## config.mk

```make
export PLATFORM = sky130hd
export DESIGN_NAME = event_sequence_matcher_bank
export DESIGN_NICKNAME = d
export VERILOG_FILES = /design/src/rtl/esm_pkg.sv /design/src/rtl/esm_tables.sv /design/src/rtl/event_sequence_matcher_bank.sv
export SDC_FILE = /design/constraint.sdc
export NUM_CORES = 2
export LEC_CHECK = 0
export ABC_AREA = 1
export BUFFER_PORTS_ARGS = -buffer_cell sky130_fd_sc_hd__buf_2
export CAP_MARGIN = 20
export CORE_MARGIN = 1
export CORE_UTILIZATION = 50
export DETAILED_ROUTE_END_ITERATION = 10
export HOLD_SLACK_MARGIN = 0.03
export PLACE_DENSITY = 0.78
export SYNTH_ARGS = -nofsm -noshare
export SYNTH_HDL_FRONTEND = slang
export SYNTH_HIERARCHICAL = 1
export SYNTH_SLANG_ARGS = --single-unit
```

## constraint.sdc

```tcl
create_clock -name clk -period 6.22 [get_ports clk]
set_input_delay 0 -clock clk [delete_from_list [all_inputs] [get_ports clk]]
set_output_delay 0 -clock clk [all_outputs]
set_load 0.005 [all_outputs]
```

## src/rtl/esm_pkg.sv

```systemverilog
// shared constants, types and codes of the event sequence matcher bank
package esm_pkg;

  localparam int NUM_MATCHERS = 32;
  localparam int MAX_SEQ_LEN  = 4;
  localparam int CODE_WIDTH   = 8;

  // fixed port field widths
  localparam int OP_W      = 2;
  localparam int EVCODE_W  = 8;
  localparam int TIME_W    = 32;
  localparam int MIDX_W    = 5;
  localparam int CPOS_W    = 2;
  localparam int SLEN_W    = 3;
  localparam int ACT_W     = 8;

  // derived internal widths
  localparam int IDX_W     = (NUM_MATCHERS > 1) ? $clog2(NUM_MATCHERS) : 1;
  localparam int CNT_W     = $clog2(NUM_MATCHERS + 1);
  localparam int POS_W     = (MAX_SEQ_LEN > 1) ? $clog2(MAX_SEQ_LEN) : 1;
  localparam int LEN_W     = $clog2(MAX_SEQ_LEN + 1);
  localparam int PAT_DEPTH = NUM_MATCHERS * MAX_SEQ_LEN;
  localparam int PAT_AW    = (PAT_DEPTH > 1) ? $clog2(PAT_DEPTH) : 1;

  typedef enum logic [OP_W-1:0] {
    OP_EVENT   = 2'd0,
    OP_PATTERN = 2'd1,
    OP_DESC    = 2'd2,
    OP_NONE    = 2'd3
  } op_t;

  typedef struct packed {
    logic [LEN_W-1:0]  len;
    logic              strict;
    logic [ACT_W-1:0]  action;
    logic [POS_W-1:0]  progress;
  } desc_t;

  typedef struct packed {
    logic              en;
    logic [IDX_W-1:0]  addr;
    desc_t             data;
  } desc_wr_t;

  typedef struct packed {
    logic                  en;
    logic [PAT_AW-1:0]     addr;
    logic [CODE_WIDTH-1:0] code;
  } pat_wr_t;

  // address of one pattern code in the flat pattern memory
  function automatic logic [PAT_AW-1:0] pat_addr(input logic [IDX_W-1:0] m,
                                                 input logic [POS_W-1:0] p);
    logic [31:0] a;
    a = 32'(m) * 32'(MAX_SEQ_LEN) + 32'(p);
    return a[PAT_AW-1:0];
  endfunction

endpackage

```

## src/rtl/esm_tables.sv

```systemverilog
// descriptor and pattern memories with per-matcher valid bits
module esm_tables (
  input  logic                           clk,
  input  logic                           rst_n,
  input  esm_pkg::desc_wr_t              desc_wr,
  input  logic                           desc_rd_en,
  input  logic [esm_pkg::IDX_W-1:0]      desc_rd_addr,
  output esm_pkg::desc_t                 desc_rd,
  input  esm_pkg::pat_wr_t               pat_wr,
  input  logic                           pat_rd_en,
  input  logic [esm_pkg::PAT_AW-1:0]     pat_rd_addr,
  output logic [esm_pkg::CODE_WIDTH-1:0] pat_rd
);

  esm_pkg::desc_t                 desc_mem [esm_pkg::NUM_MATCHERS];
  logic [esm_pkg::CODE_WIDTH-1:0] pat_mem  [esm_pkg::PAT_DEPTH];
  logic [esm_pkg::NUM_MATCHERS-1:0] desc_vld_r;
  esm_pkg::desc_t                 desc_q_r;
  logic                           desc_q_vld_r;
  logic [esm_pkg::CODE_WIDTH-1:0] pat_q_r;

  always_ff @(posedge clk) begin
    if (!rst_n) begin
      desc_vld_r <= '0;
    end else if (desc_wr.en) begin
      desc_vld_r[desc_wr.addr] <= 1'b1;
    end
  end

  always_ff @(posedge clk) begin
    if (desc_wr.en) begin
      desc_mem[desc_wr.addr] <= desc_wr.data;
    end
    if (desc_rd_en) begin
      desc_q_r     <= desc_mem[desc_rd_addr];
      desc_q_vld_r <= desc_vld_r[desc_rd_addr];
    end
  end

  always_ff @(posedge clk) begin
    if (pat_wr.en) begin
      pat_mem[pat_wr.addr] <= pat_wr.code;
    end
    if (pat_rd_en) begin
      pat_q_r <= pat_mem[pat_rd_addr];
    end
  end

  // a never-written descriptor reads as a disabled matcher at start
  always_comb begin
    desc_rd = desc_q_r;
    if (!desc_q_vld_r) begin
      desc_rd.len      = '0;
      desc_rd.progress = '0;
    end
  end

  assign pat_rd = pat_q_r;

endmodule

```

## src/rtl/event_sequence_matcher_bank.sv

```systemverilog
// top level of the event sequence matcher bank: scan pipeline and result staging
//
//  channel  | handshake                         | word
//  ---------+-----------------------------------+---------------------------------------
//  input    | start, busy (taken: start & !busy)| in_op .. in_action_code
//  result   | out_valid, one cycle, no stall    | out_action .. out_last_of_run
//  config   | cfg_valid, cfg_ready              | cfg_timer_wrap_at
//
// load ops never raise busy.
// an event raises busy while its scan runs: one descriptor read per cycle
// feeds a three-stage read / pattern read / compare-and-write-back pipeline.
// each result is held one step so the final one of an event carries last_of_run.
// reset clears the valid bits of the descriptor memory, so no clearing pass is needed.
module event_sequence_matcher_bank (
  input  logic                           clk,
  input  logic                           rst_n,
  input  logic                           start,
  output logic                           busy,
  input  logic [esm_pkg::OP_W-1:0]       in_op,
  input  logic [esm_pkg::EVCODE_W-1:0]   in_event_code,
  input  logic [esm_pkg::TIME_W-1:0]     in_event_time,
  input  logic [esm_pkg::MIDX_W-1:0]     in_matcher_index,
  input  logic [esm_pkg::CPOS_W-1:0]     in_code_position,
  input  logic [esm_pkg::SLEN_W-1:0]     in_sequence_length,
  input  logic                           in_strict_order,
  input  logic [esm_pkg::ACT_W-1:0]      in_action_code,
  output logic                           out_valid,
  output logic [esm_pkg::ACT_W-1:0]      out_action,
  output logic [esm_pkg::TIME_W-1:0]     out_action_time,
  output logic [esm_pkg::TIME_W-1:0]     out_time_since_last,
  output logic                           out_last_of_run,
  input  logic                           cfg_valid,
  output logic                           cfg_ready,
  input  logic [esm_pkg::TIME_W-1:0]     cfg_timer_wrap_at
);

  typedef enum logic [1:0] {
    S_IDLE = 2'b01,
    S_SCAN = 2'b10
  } state_t;

  state_t                         state_r;
  logic [esm_pkg::CNT_W-1:0]      cnt_r;
  logic [esm_pkg::TIME_W-1:0]     wrap_r;
  logic [esm_pkg::TIME_W-1:0]     last_r;
  logic [esm_pkg::TIME_W-1:0]     now_r;
  logic [esm_pkg::CODE_WIDTH-1:0] code_r;

  logic                           s1_vld_r;
  logic [esm_pkg::IDX_W-1:0]      s1_m_r;
  logic                           s2_vld_r;
  logic [esm_pkg::IDX_W-1:0]      s2_m_r;
  esm_pkg::desc_t                 s2_desc_r;

  logic                           pend_vld_r;
  logic [esm_pkg::ACT_W-1:0]      pend_act_r;
  logic [esm_pkg::TIME_W-1:0]     pend_time_r;
  logic [esm_pkg::TIME_W-1:0]     pend_diff_r;

  logic                           out_valid_r;
  logic [esm_pkg::ACT_W-1:0]      out_action_r;
  logic [esm_pkg::TIME_W-1:0]     out_time_r;
  logic [esm_pkg::TIME_W-1:0]     out_diff_r;
  logic                           out_last_r;

  esm_pkg::desc_wr_t              desc_wr;
  esm_pkg::pat_wr_t               pat_wr;
  esm_pkg::desc_t                 desc_rd;
  logic [esm_pkg::CODE_WIDTH-1:0] pat_rd;
  logic                           desc_rd_en;
  logic                           pat_rd_en;
  logic [esm_pkg::PAT_AW-1:0]     pat_rd_addr;

  logic                           accept;
  esm_pkg::op_t                   op;
  logic [31:0]                    idx_ext;
  logic [31:0]                    code_ext;
  logic                           idx_ok;
  logic                           pos_ok;
  logic [esm_pkg::LEN_W-1:0]      len_sat;
  logic                           scan_done;
  logic [esm_pkg::POS_W-1:0]      s1_p;
  logic                           hit;
  logic [esm_pkg::LEN_W-1:0]      p_inc;
  logic                           complete;
  logic [esm_pkg::POS_W-1:0]      p_new;
  logic [esm_pkg::TIME_W-1:0]     elapsed;

  assign busy      = (state_r != S_IDLE);
  assign cfg_ready = !busy;
  assign accept    = start && !busy;
  assign op        = esm_pkg::op_t'(in_op);
  assign idx_ext   = 32'(in_matcher_index);
  assign code_ext  = 32'(in_event_code);
  assign idx_ok    = idx_ext < 32'(esm_pkg::NUM_MATCHERS);
  assign pos_ok    = 32'(in_code_position) < 32'(esm_pkg::MAX_SEQ_LEN);

  always_comb begin
    if (32'(in_sequence_length) > 32'(esm_pkg::MAX_SEQ_LEN)) begin
      len_sat = esm_pkg::LEN_W'(esm_pkg::MAX_SEQ_LEN);
    end else begin
      len_sat = esm_pkg::LEN_W'(in_sequence_length);
    end
  end

  // stage 0: descriptor read for matcher cnt_r
  assign desc_rd_en = (state_r == S_SCAN) && (cnt_r != esm_pkg::CNT_W'(esm_pkg::NUM_MATCHERS));
  assign scan_done  = (state_r == S_SCAN) && !desc_rd_en && !s1_vld_r && !s2_vld_r;

  // stage 1: clip progress, read the expected code
  always_comb begin
    if (esm_pkg::LEN_W'(desc_rd.progress) >= desc_rd.len) begin
      s1_p = '0;
    end else begin
      s1_p = desc_rd.progress;
    end
  end
  assign pat_rd_en   = s1_vld_r;
  assign pat_rd_addr = esm_pkg::pat_addr(s1_m_r, s1_p);

  // stage 2: compare, advance and write back
  assign hit      = (pat_rd == code_r);
  assign p_inc    = esm_pkg::LEN_W'(s2_desc_r.progress) + 1'b1;
  assign complete = s2_vld_r && hit && (p_inc >= s2_desc_r.len);

  always_comb begin
    if (hit) begin
      p_new = complete ? '0 : esm_pkg::POS_W'(p_inc);
    end else if (s2_desc_r.strict) begin
      p_new = '0;
    end else begin
      p_new = s2_desc_r.progress;
    end
  end

  always_comb begin
    if (last_r <= now_r) begin
      elapsed = now_r - last_r;
    end else begin
      elapsed = wrap_r - last_r + 32'd1 + now_r;
    end
  end

  // one write port shared by descriptor loads and scan write-back
  always_comb begin
    desc_wr = '0;
    if (s2_vld_r) begin
      desc_wr.en            = 1'b1;
      desc_wr.addr          = s2_m_r;
      desc_wr.data          = s2_desc_r;
      desc_wr.data.progress = p_new;
    end else if (accept && op == esm_pkg::OP_DESC && idx_ok) begin
      desc_wr.en            = 1'b1;
      desc_wr.addr          = idx_ext[esm_pkg::IDX_W-1:0];
      desc_wr.data.len      = len_sat;
      desc_wr.data.strict   = in_strict_order;
      desc_wr.data.action   = in_action_code;
      desc_wr.data.progress = '0;
    end
  end

  always_comb begin
    pat_wr      = '0;
    pat_wr.en   = accept && op == esm_pkg::OP_PATTERN && idx_ok && pos_ok;
    pat_wr.addr = esm_pkg::pat_addr(idx_ext[esm_pkg::IDX_W-1:0],
                                    esm_pkg::POS_W'(in_code_position));
    pat_wr.code = code_ext[esm_pkg::CODE_WIDTH-1:0];
  end

  esm_tables u_tables (
    .clk          (clk),
    .rst_n        (rst_n),
    .desc_wr      (desc_wr),
    .desc_rd_en   (desc_rd_en),
    .desc_rd_addr (cnt_r[esm_pkg::IDX_W-1:0]),
    .desc_rd      (desc_rd),
    .pat_wr       (pat_wr),
    .pat_rd_en    (pat_rd_en),
    .pat_rd_addr  (pat_rd_addr),
    .pat_rd       (pat_rd)
  );

  always_ff @(posedge clk) begin
    if (!rst_n) begin
      state_r     <= S_IDLE;
      cnt_r       <= '0;
      wrap_r      <= '1;
      last_r      <= '0;
      s1_vld_r    <= 1'b0;
      s2_vld_r    <= 1'b0;
      pend_vld_r  <= 1'b0;
      out_valid_r <= 1'b0;
    end else begin
      if (cfg_valid && cfg_ready) begin
        wrap_r <= cfg_timer_wrap_at;
      end
      s1_vld_r <= desc_rd_en;
      s2_vld_r <= s1_vld_r && (desc_rd.len != '0);
      // a held result goes out when the next one arrives or the scan ends
      out_valid_r <= (complete || scan_done) && pend_vld_r;
      if (desc_rd_en) begin
        cnt_r <= cnt_r + 1'b1;
      end
      if (complete) begin
        last_r     <= now_r;
        pend_vld_r <= 1'b1;
      end
      case (state_r)
        S_IDLE: begin
          if (accept && op == esm_pkg::OP_EVENT) begin
            state_r <= S_SCAN;
            cnt_r   <= '0;
          end
        end
        S_SCAN: begin
          if (scan_done) begin
            state_r    <= S_IDLE;
            pend_vld_r <= 1'b0;
          end
        end
        default: begin
          state_r <= S_IDLE;
        end
      endcase
    end
  end

  // payload registers
  always_ff @(posedge clk) begin
    if (accept && op == esm_pkg::OP_EVENT) begin
      now_r  <= in_event_time;
      code_r <= code_ext[esm_pkg::CODE_WIDTH-1:0];
    end
    if (s1_vld_r) begin
      s2_m_r    <= s1_m_r;
      s2_desc_r <= '{len: desc_rd.len, strict: desc_rd.strict, action: desc_rd.action,
                     progress: s1_p};
    end
    if (desc_rd_en) begin
      s1_m_r <= cnt_r[esm_pkg::IDX_W-1:0];
    end
    if (complete) begin
      pend_act_r  <= s2_desc_r.action;
      pend_time_r <= now_r;
      pend_diff_r <= elapsed;
    end
    if ((complete || scan_done) && pend_vld_r) begin
      out_action_r <= pend_act_r;
      out_time_r   <= pend_time_r;
      out_diff_r   <= pend_diff_r;
      // a later completion means the held word is not the last of the event
      out_last_r   <= scan_done;
    end
  end

  assign out_valid           = out_valid_r;
  assign out_action          = out_action_r;
  assign out_action_time     = out_time_r;
  assign out_time_since_last = out_diff_r;
  assign out_last_of_run     = out_last_r;

`ifndef SYNTHESIS
  a_out_from_scan: assert property (@(posedge clk) disable iff (!rst_n)
    out_valid |-> $past(state_r == S_SCAN))
    else $error("result word outside an event scan");

  a_last_ends_scan: assert property (@(posedge clk) disable iff (!rst_n)
    out_valid && out_last_of_run |-> !busy)
    else $error("final word of an event while still scanning");

  a_pipe_in_scan: assert property (@(posedge clk) disable iff (!rst_n)
    s1_vld_r || s2_vld_r |-> state_r == S_SCAN)
    else $error("scan pipeline active while idle");

  a_idle_no_pend: assert property (@(posedge clk) disable iff (!rst_n)
    state_r == S_IDLE |-> !pend_vld_r)
    else $error("held result left behind after scan");

  a_no_write_clash: assert property (@(posedge clk) disable iff (!rst_n)
    s2_vld_r |-> !(desc_rd_en && desc_wr.addr == cnt_r[esm_pkg::IDX_W-1:0]))
    else $error("descriptor read and write-back hit the same entry");
`endif

endmodule

```

==> flow_summary.yaml <==
outcome:
  run_status: "complete, no violations"
sta:
  fmax_mhz: 221
  post_route_clock_period_utilization: 0.728
  worst_slack_ps: 1690
  setup-violations-final: 0
  timing_worst_slew_pin_value_ps: 1210
  fin_hold_ws_ps: 59.7
  rsz0062_at_grt: "false"
  setup_tns_ps: 0
  slew_violations: 0
  hold_viol: 0
  slew_headroom: 0.196
  finClkSkew_ps: 70.8
  fin_crit_ps: 4530
detailed_routing:
  routed-via-count: 55700
  drt_iter0_drc: 7873
  drc: 0
  viasPerCell: 5.92
  drt_first_pass_iters: 8
  route.detailed.wl_per_inst_um: 22.6
  ant_nets: 0
  routed_wl_um: 212000
cts:
  cts_tree: "yes"
  clock-sinks: 1812
  path_clk_slew_ps: 60
  cts_buffers: 178
  postCtsResizedCells: 0
  cts.root.buffer_cell: "sky130_fd_sc_hd__clkbuf_16"
  cts_max_level: 4
  cts.path.max_buffers: 3
  clk-insertion-delay-late_ps: 840
setup_path:
  timing.setup.critical_path_class: "register to register"
  cp-end-kind: "register"
  setup.worst_path.start: "u_tables/desc_q_vld_r$_DFFE_PP_"
  critical_path_peak_fanout: 195
  ff2ff_setup_slack_ps: 1690
  worstSetupStartpointType: "register"
  required_ps: 6930
  worstReg2RegEnd: "u_tables/pat_rd[7]$_DFFE_PP_"
  worstReg2RegStart: "u_tables/desc_q_vld_r$_DFFE_PP_"
  timing.critical_path.to: "u_tables/pat_rd[7]$_DFFE_PP_"
  timing.critical_path.arrival_ps: 5240
  worst-r2r-cell-count: 19
logic_synthesis:
  syn_nets: 7117
  synth_most_common_cell: "sky130_fd_sc_hd__nand2_1"
  yosys-top-cells-count: "sky130_fd_sc_hd__nand2_1 (1796), sky130_fd_sc_hd__edfxtp_1 (1704), sky130_fd_sc_hd__nand3_1 (1049)"
  synthFlopType: "sky130_fd_sc_hd__edfxtp_1"
  syn-instance-count: 6915
  yosysTopAreaCell: "sky130_fd_sc_hd__edfxtp_1"
  yosysWarningCount: 6
  post_synth_num_cell_types: 46
  synth.cell_area_sq_um: 77200
  synth_edf_count: 1704
  syn_avg_cell_area_sq_um: 11.2
  synth_largest_type_area_fraction: 0.663
  yosys_register_bits: 1812
  netlist_top_cells_area: "sky130_fd_sc_hd__edfxtp_1 (66%), sky130_fd_sc_hd__nand2_1 (8.7%), sky130_fd_sc_hd__nand3_1 (6.8%), sky130_fd_sc_hd__nor2_1 (2.8%), sky130_fd_sc_hd__dfxtp_1 (2.8%)"
  async_reset_ff_frac: 0
  seq_area_frac_synth: 0.691
finish:
  layout-area-overhead-vs-synth_pct: 14.0
  layout.cell_area.non_filler_sq_um: 88000
  utilization: 0.577
  stdcell_count: 9402
  post_layout_net_count: 7422
  drive_above_1_share: 0.0784
grt:
  global_route_wire_length_before_repair_um: 317000
  first_global_vias: 52900
  pin_count_of_the_biggest_net_entering_global_routing: 222
  grt.total_usage: 0.266
  grt_overflow: 0
  antenna_found_initial: 10
pwr:
  power.total_mw: 25.3
  max-vdd-ir-drop_v: 0.000266
  power_density_nw_per_um2: 287
  leakagePower_nw: 33.0
floorplanning:
  die_width_um: 395
  io_pins: 173
  initial_core_util: 0.506
  rows: 143
  design.die.area_sq_um: 156000
  placeableCoreArea_sq_um: 153000
  floorplan.die.height_um: 395
place:
  globalplace.congestion: 0.957
  placed_cell_area_sq_um: 79600
  post-place-ws_ps: 1800
  place.detailed.instances: 8844
  placement.io_buffers: 172
  hpwl_detailed_um: 123000
worst_hold_path:
  whs_path_depth: 5
  timing.hold.worst.class: "input port to register"
flow_run:
  cap_viol_max_count: 0
flip-flops by register name (all words and copies together) (netlist names), 9 cells and up:
signal / flops
out_action_time: 32
u_tables/desc_mem: 448
pend_time_r: 32
u_tables/desc_rd: 9
now_r: 32
pend_diff_r: 32
wrap_r: 32
u_tables/pat_mem: 1024
s2_desc_r: 14
last_r: 32
out_time_since_last: 32
u_tables/desc_vld_r: 32
report_power, final:
group / internal [mW] / switching [mW]
registers: 13.3 / 0.0227
clock network: 6.19 / 4.74
logic: 0.350 / 0.692
total: 19.9 / 5.45
routing by layer:
| metal | part of all wire | up-vias | wire length, um | global-route usage |
|---|---|---|---|---|
| met5 | 0.00050 | - | 105 | 0 |
| met4 | 0.045 | 12 | 9620 | 0.120 |
| met3 | 0.12 | 590 | 26000 | 0.0610 |
| met2 | 0.46 | 3894 | 97300 | 0.409 |
| met1 | 0.37 | 26600 | 79100 | 0.360 |
| li1 | - | 24600 | - | - |
how the worst min path moves through the flow:
stage / slack (ps) / start / end
final: 60 / in_matcher_index[1] / u_tables/pat_mem[94][3]$_DFFE_PP_
after global routing: 60 / in_matcher_index[1] / u_tables/pat_mem[94][1]$_DFFE_PP_
after CTS: 30 / in_matcher_index[1] / u_tables/pat_mem[95][3]$_DFFE_PP_
after detailed placement: 180 / in_event_time[22] / now_r[22]$_DFFE_PP_
after global placement: 180 / in_event_time[27] / now_r[27]$_DFFE_PP_
after floorplan: 100 / in_event_code[0] / code_r[0]$_DFFE_PP_
repair_timing:
action                    4_1_cts  5_1_grt
hold endpoints to repair      710      157
setup buffers                   0        0
hold buffers                  208        8
cells in the final DEF (no fill, tap or decap), types with 6 or more instances in the layout:
master	count
sky130_fd_sc_hd__a21oi_1	78
sky130_fd_sc_hd__a22o_1	14
sky130_fd_sc_hd__and2_1	9
sky130_fd_sc_hd__buf_16	8
sky130_fd_sc_hd__buf_2	164
sky130_fd_sc_hd__buf_4	100
sky130_fd_sc_hd__bufinv_16	19
sky130_fd_sc_hd__clkbuf_1	43
sky130_fd_sc_hd__clkbuf_16	179
sky130_fd_sc_hd__clkinv_1	35
sky130_fd_sc_hd__clkinv_16	11
sky130_fd_sc_hd__clkinv_2	18
sky130_fd_sc_hd__clkinv_4	6
sky130_fd_sc_hd__clkinvlp_4	10
sky130_fd_sc_hd__dfxtp_1	104
sky130_fd_sc_hd__dlygate4sd3_1	216
sky130_fd_sc_hd__edfxtp_1	1704
sky130_fd_sc_hd__fa_1	32
sky130_fd_sc_hd__ha_1	73
sky130_fd_sc_hd__inv_1	460
sky130_fd_sc_hd__inv_2	9
sky130_fd_sc_hd__nand2_1	1796
sky130_fd_sc_hd__nand2_2	6
sky130_fd_sc_hd__nand3_1	1049
sky130_fd_sc_hd__nand3b_1	14
sky130_fd_sc_hd__nand4_1	14
sky130_fd_sc_hd__nor2_1	575
sky130_fd_sc_hd__nor2_2	8
sky130_fd_sc_hd__nor3_1	35
sky130_fd_sc_hd__o211ai_1	34
sky130_fd_sc_hd__o21a_1	6
sky130_fd_sc_hd__o21ai_0	290
sky130_fd_sc_hd__o21ai_1	38
sky130_fd_sc_hd__o221ai_1	88
sky130_fd_sc_hd__o22ai_1	32
sky130_fd_sc_hd__xnor2_1	17
sky130_fd_sc_hd__xor2_1	19
kinds of logic after synthesis:
kind of cell	after synthesis	share of synthesized area
AOI/OAI and AO/OA	593	0.0456
xor gates and xnor gates	36	0.00408
adders and majority gates	105	0.0201
buffers and inverters	845	0.0480
DFF	1812	0.691
and+or+nand+nor	3524	0.192
critical path: stages (launching register included):
cell and delay (ps):
sky130_fd_sc_hd__edfxtp_1 440, sky130_fd_sc_hd__nand2_1 90, sky130_fd_sc_hd__inv_1 40, sky130_fd_sc_hd__inv_1 120, sky130_fd_sc_hd__ha_1 250, sky130_fd_sc_hd__o21ai_0 200, sky130_fd_sc_hd__a21oi_1 180, sky130_fd_sc_hd__nor2_4 290
sky130_fd_sc_hd__buf_12 640, sky130_fd_sc_hd__buf_4 840, sky130_fd_sc_hd__nand2_1 140, sky130_fd_sc_hd__nand3_1 140, sky130_fd_sc_hd__nand3_1 130, sky130_fd_sc_hd__nand3_1 160, sky130_fd_sc_hd__nand2_1 80, sky130_fd_sc_hd__nand2_1 120
sky130_fd_sc_hd__nand3_1 180, sky130_fd_sc_hd__nand2_1 150, sky130_fd_sc_hd__nand2_1 70, sky130_fd_sc_hd__nand2_1 60
final cells by class:
| type | count | area [sq um] |
|---|---|---|
| Antenna cell | 3 | 7.51 |
| Clock buffer | 224 | 4660 |
| Clock inverter | 105 | 1340 |
| Fill cell | 11700 | 64600 |
| Inverter | 474 | 1810 |
| Multi-Input combinational cell | 4258 | 20200 |
| Sequential cell | 1812 | 53300 |
| Tap cell | 2030 | 2540 |
| Timing Repair Buffer | 496 | 4110 |
No activity file was read; power rests on OpenSTA's default activity.
